[src/mcsw_ram.sv]
// ----------------------------------------------------------------------------
// mcsw_ram
// Generic single-write, single-read RAM with a registered read port.
// ----------------------------------------------------------------------------
module mcsw_ram #(
    parameter int WIDTH = 8,
    parameter int DEPTH = 16,
    parameter int AW    = (DEPTH > 1) ? $clog2(DEPTH) : 1
) (
    input  logic             clk,
    input  logic             we,
    input  logic [AW-1:0]    waddr,
    input  logic [WIDTH-1:0] wdata,
    input  logic             re,
    input  logic [AW-1:0]    raddr,
    output logic [WIDTH-1:0] rdata
);

    logic [WIDTH-1:0] mem_reg [DEPTH];
    logic [WIDTH-1:0] rdata_reg;

    always_ff @(posedge clk)
    begin
        if (we)
        begin
            mem_reg[waddr] <= wdata;
        end
        if (re)
        begin
            rdata_reg <= mem_reg[raddr];
        end
    end

    assign rdata = rdata_reg;

endmodule

[config.mk]
export PLATFORM = sky130hd
export DESIGN_NAME = mcsw_ram
export DESIGN_NICKNAME = d
export VERILOG_FILES = /design/src/mcsw_ram.sv
export SDC_FILE = /design/constraint.sdc
export NUM_CORES = 1
export LEC_CHECK = 0
export ABC_AREA = 1
export BUFFER_PORTS_ARGS = -buffer_cell sky130_fd_sc_hd__buf_2
export CAP_MARGIN = 10
export CORE_ASPECT_RATIO = 0.5
export CORE_MARGIN = 2
export CORE_UTILIZATION = 60
export DETAILED_ROUTE_END_ITERATION = 7
export PLACE_DENSITY_LB_ADDON = 0.1
export SLEW_MARGIN = 20
export SYNTH_ARGS = -nofsm -noshare
export SYNTH_HDL_FRONTEND = slang
export SYNTH_SLANG_ARGS = --single-unit
[constraint.sdc]
create_clock -name clk -period 1.9 [get_ports clk]
set_clock_uncertainty 0.1 [all_clocks]
set_input_delay 0.095 -clock clk [delete_from_list [all_inputs] [get_ports clk]]
set_output_delay 0.095 -clock clk [all_outputs]
set_load 0.02 [all_outputs]
==> flow_summary_export.csv <==
group,metric,value,unit
logic_synthesis,synth_top_cells_by_area,"edfxtp_1, nand2_1, nand3_1",
logic_synthesis,synth_largest_area_cell,"edfxtp_1",
timing,setup-tns-final,0,ps
logic_synthesis,synthesis.area,0.00585,sq mm
routing,dr.pass1.iters,5,
global_route,grt_max_degree,65,
global_route,gr-usage-all-layers,28.5,%
power,power_per_cell_area,1010,mW/mm^2
logic_synthesis,yosys_register_bits,136,
power,maximum_ir_drop_on_the_vdd_rail,0.858,mV
timing,finalHoldViolCount,0,
power,total_power,6.79,mW
finish,fillers,698,
place,port_buffers,26,
finish,drive_gt1_share,12.3,%
setup_path,critical_path.startpoint_type,"flip-flop",
finish,largest_reg_flops,128,
global_route,vias_in_the_first_global_route,3596,
die,row_count,25,
power,leakage,2.90,nW
logic_synthesis,synth-warning-count,0,
die,ioPinCount,27,
outcome,status,"finished clean",
global_route,grt_first_pass_wirelength,20900,um
global_route,grt_remaining_overflow,0,
finish,syn2layout_area_growth,14.4,%
finish,layout_commonest_cell,"nand2_1",
routing,wl,13700,um
finish,final_nets,614,
finish,antenna-diode-count,0,
die,floorplan.core_area,0.00945,sq mm
finish,mostFrequentLayoutCells,"nand2_1, edfxtp_1, inv_1, nand3_1, buf_2",
cts,cts_root_buffer,"clkbuf_16",
routing,avgViaCountPerCell,5.31,
logic_synthesis,synth_cells,551,
setup_path,setup.worst_path.start,"mem_reg[4][4]",
cts,cts_made_buffers,17,
setup_path,critPathRequiredTime,1960,ps
routing,residual_antenna_violating_net_count_after_detailed_routing,0,
routing,initialDrtViolationCount,449,
setup_path,timing.setup.critical_path_class,"flip-flop to flip-flop",
setup_path,cp-end-kind,"flip-flop",
die,initial_core_util,61.9,%
place,preCtsSetupSlack,346,ps
finish,final-seq-area,0.00408,sq mm
routing,detailroute.via_count,3949,
cts,clock_latency,410,ps
hold_path,worst_hold_startpoint,"wdata[1]",
timing,fin_crit_sh,69.6,%
cts,tritoncts,"done",
cts,h-tree-depth,4,
cts,cts.reportedPaths.clkPinSlew,60,ps
setup_path,critical_path_peak_fanout,1,
hold_path,holdCritPathClass,"primary input to flip-flop",
routing,wl_per_cell,18.5,um
timing,min_hold_slack,2.20,ps
cts,cts.sink_count,136,
cts,ctsLongestPathBuffers,2,
timing,max_clock_freq,757,MHz
logic_synthesis,avgSynthCellArea,10.6,sq um
die,die-width,144,um
job,count_of_max_cap_constraint_violations,0,
timing,worst-slew-pin-transition,614,ps
die,die_h,73.8,um
timing,timing.max_slew.rel_slack,59.0,%
global_route,number_of_antenna_violations_at_the_first_check_in_global_routing,0,
setup_path,timing.critical_path.slowest_cell_delay,370,ps
setup_path,timing.critical_path.cells,"inv_1 > nand2_1 > nand3_1 > nand3_1 > nand3_1 > nand2_1",
timing,post-route-min-period,1320,ps
setup_path,path_common_cell,"nand3_1",
setup_path,crit-reg2reg-launch,"mem_reg[4][4]",
timing,finalSetupViolations,0,
setup_path,critical_path_s_slowest_cell,"edfxtp_1",
timing,unrepaired_setup_endpoints_after_global_routing,"false",
logic_synthesis,synth.top_cell.area_share,69.8,%
setup_path,cp_data_arrival_time,1390,ps
timing,finalMaxSlewViolations,0,
place,place.gp.congestion,0.898,
place,dp.final_hpwl,8400,um
routing,route.detailed.drc,0,
die,dieArea,0.0106,sq mm
logic_synthesis,synthesis.nets,570,
logic_synthesis,count_of_different_cell_masters_after_synthesis,11,
timing,postLayoutSetupSlackWorst,578,ps
logic_synthesis,ys_seq_area_share,69.8,%
finish,multi_input_comb_area,0.00121,sq mm
[report_power, final]
part           total (mW)  internal (mW)  switching [mW]
logic               0.433          0.119           0.314
clock network        2.95           1.78            1.18
registers            3.40           3.38          0.0204
[critical path: cells and delay by family, from the launching register on]
family	cells	cell delay, ps
and+or+nand+nor	5	540
buffers and inverters	1	70
DFF	1	370
[layout make-up]
class,count,share of cell area [%]
Multi-Input combinational cell,289,18.1
Clock inverter,10,1.20
Timing Repair Buffer,49,4.75
Clock buffer,22,6.64
Tap cell,135,2.52
Inverter,102,5.72
Sequential cell,136,61.0
[per-stage QoR]
stage | cell area (sq um) | utilization (%) | cells
floorplan | 5850 | - | 551
global placement | 6160 | 65.2 | 710
detailed placement | 6160 | 65.2 | 710
CTS | 6690 | 70.8 | 743
global route | 6690 | 70.8 | 743
finish | 6690 | 70.8 | 743
[path summary, 6_finish.rpt]
path	cells past startpoint	end	slack (ps)
setup reg to reg	6	rdata[4]	580
setup / recovery	6	rdata[4]	580
hold reg to reg	6	rdata[3]	650
hold / removal	1	mem_reg[11][1]	2
[repair_timing]
| item | 4_1_cts | 5_1_grt |
|---|---|---|
| resized for setup | 0 | 0 |
| setup buffers | 0 | 0 |
| hold buffers | 1 | 0 |
| endpoints found under the hold margin | 8 | 0 |
[cell usage after synthesis]
cell type	instances
buf_1	1
buf_2	13
buf_4	4
nand3_1	97
buf_6	6
edfxtp_1	136
inv_1	100
nor2_1	17
nand3b_1	2
inv_2	2
nand2_1	173
[logic make-up (layout without fill, tap and decap cells)]
logic type,Yosys count,in the layout,synth area share [%]
buffers and inverters,126,183,9.39
flip-flops,136,136,69.8
AND/OR/NAND/NOR,289,289,20.8
[layer usage]
layer	share of wire (%)	GRT usage [%]	vias to the layer above
met2	44	42.3	188
met5	0	0	-
li1	-	-	1868
met3	9.1	6.39	13
met1	46	42.2	1880
met4	1.3	9.59	0
No activity file was read; power rests on OpenSTA's default activity.
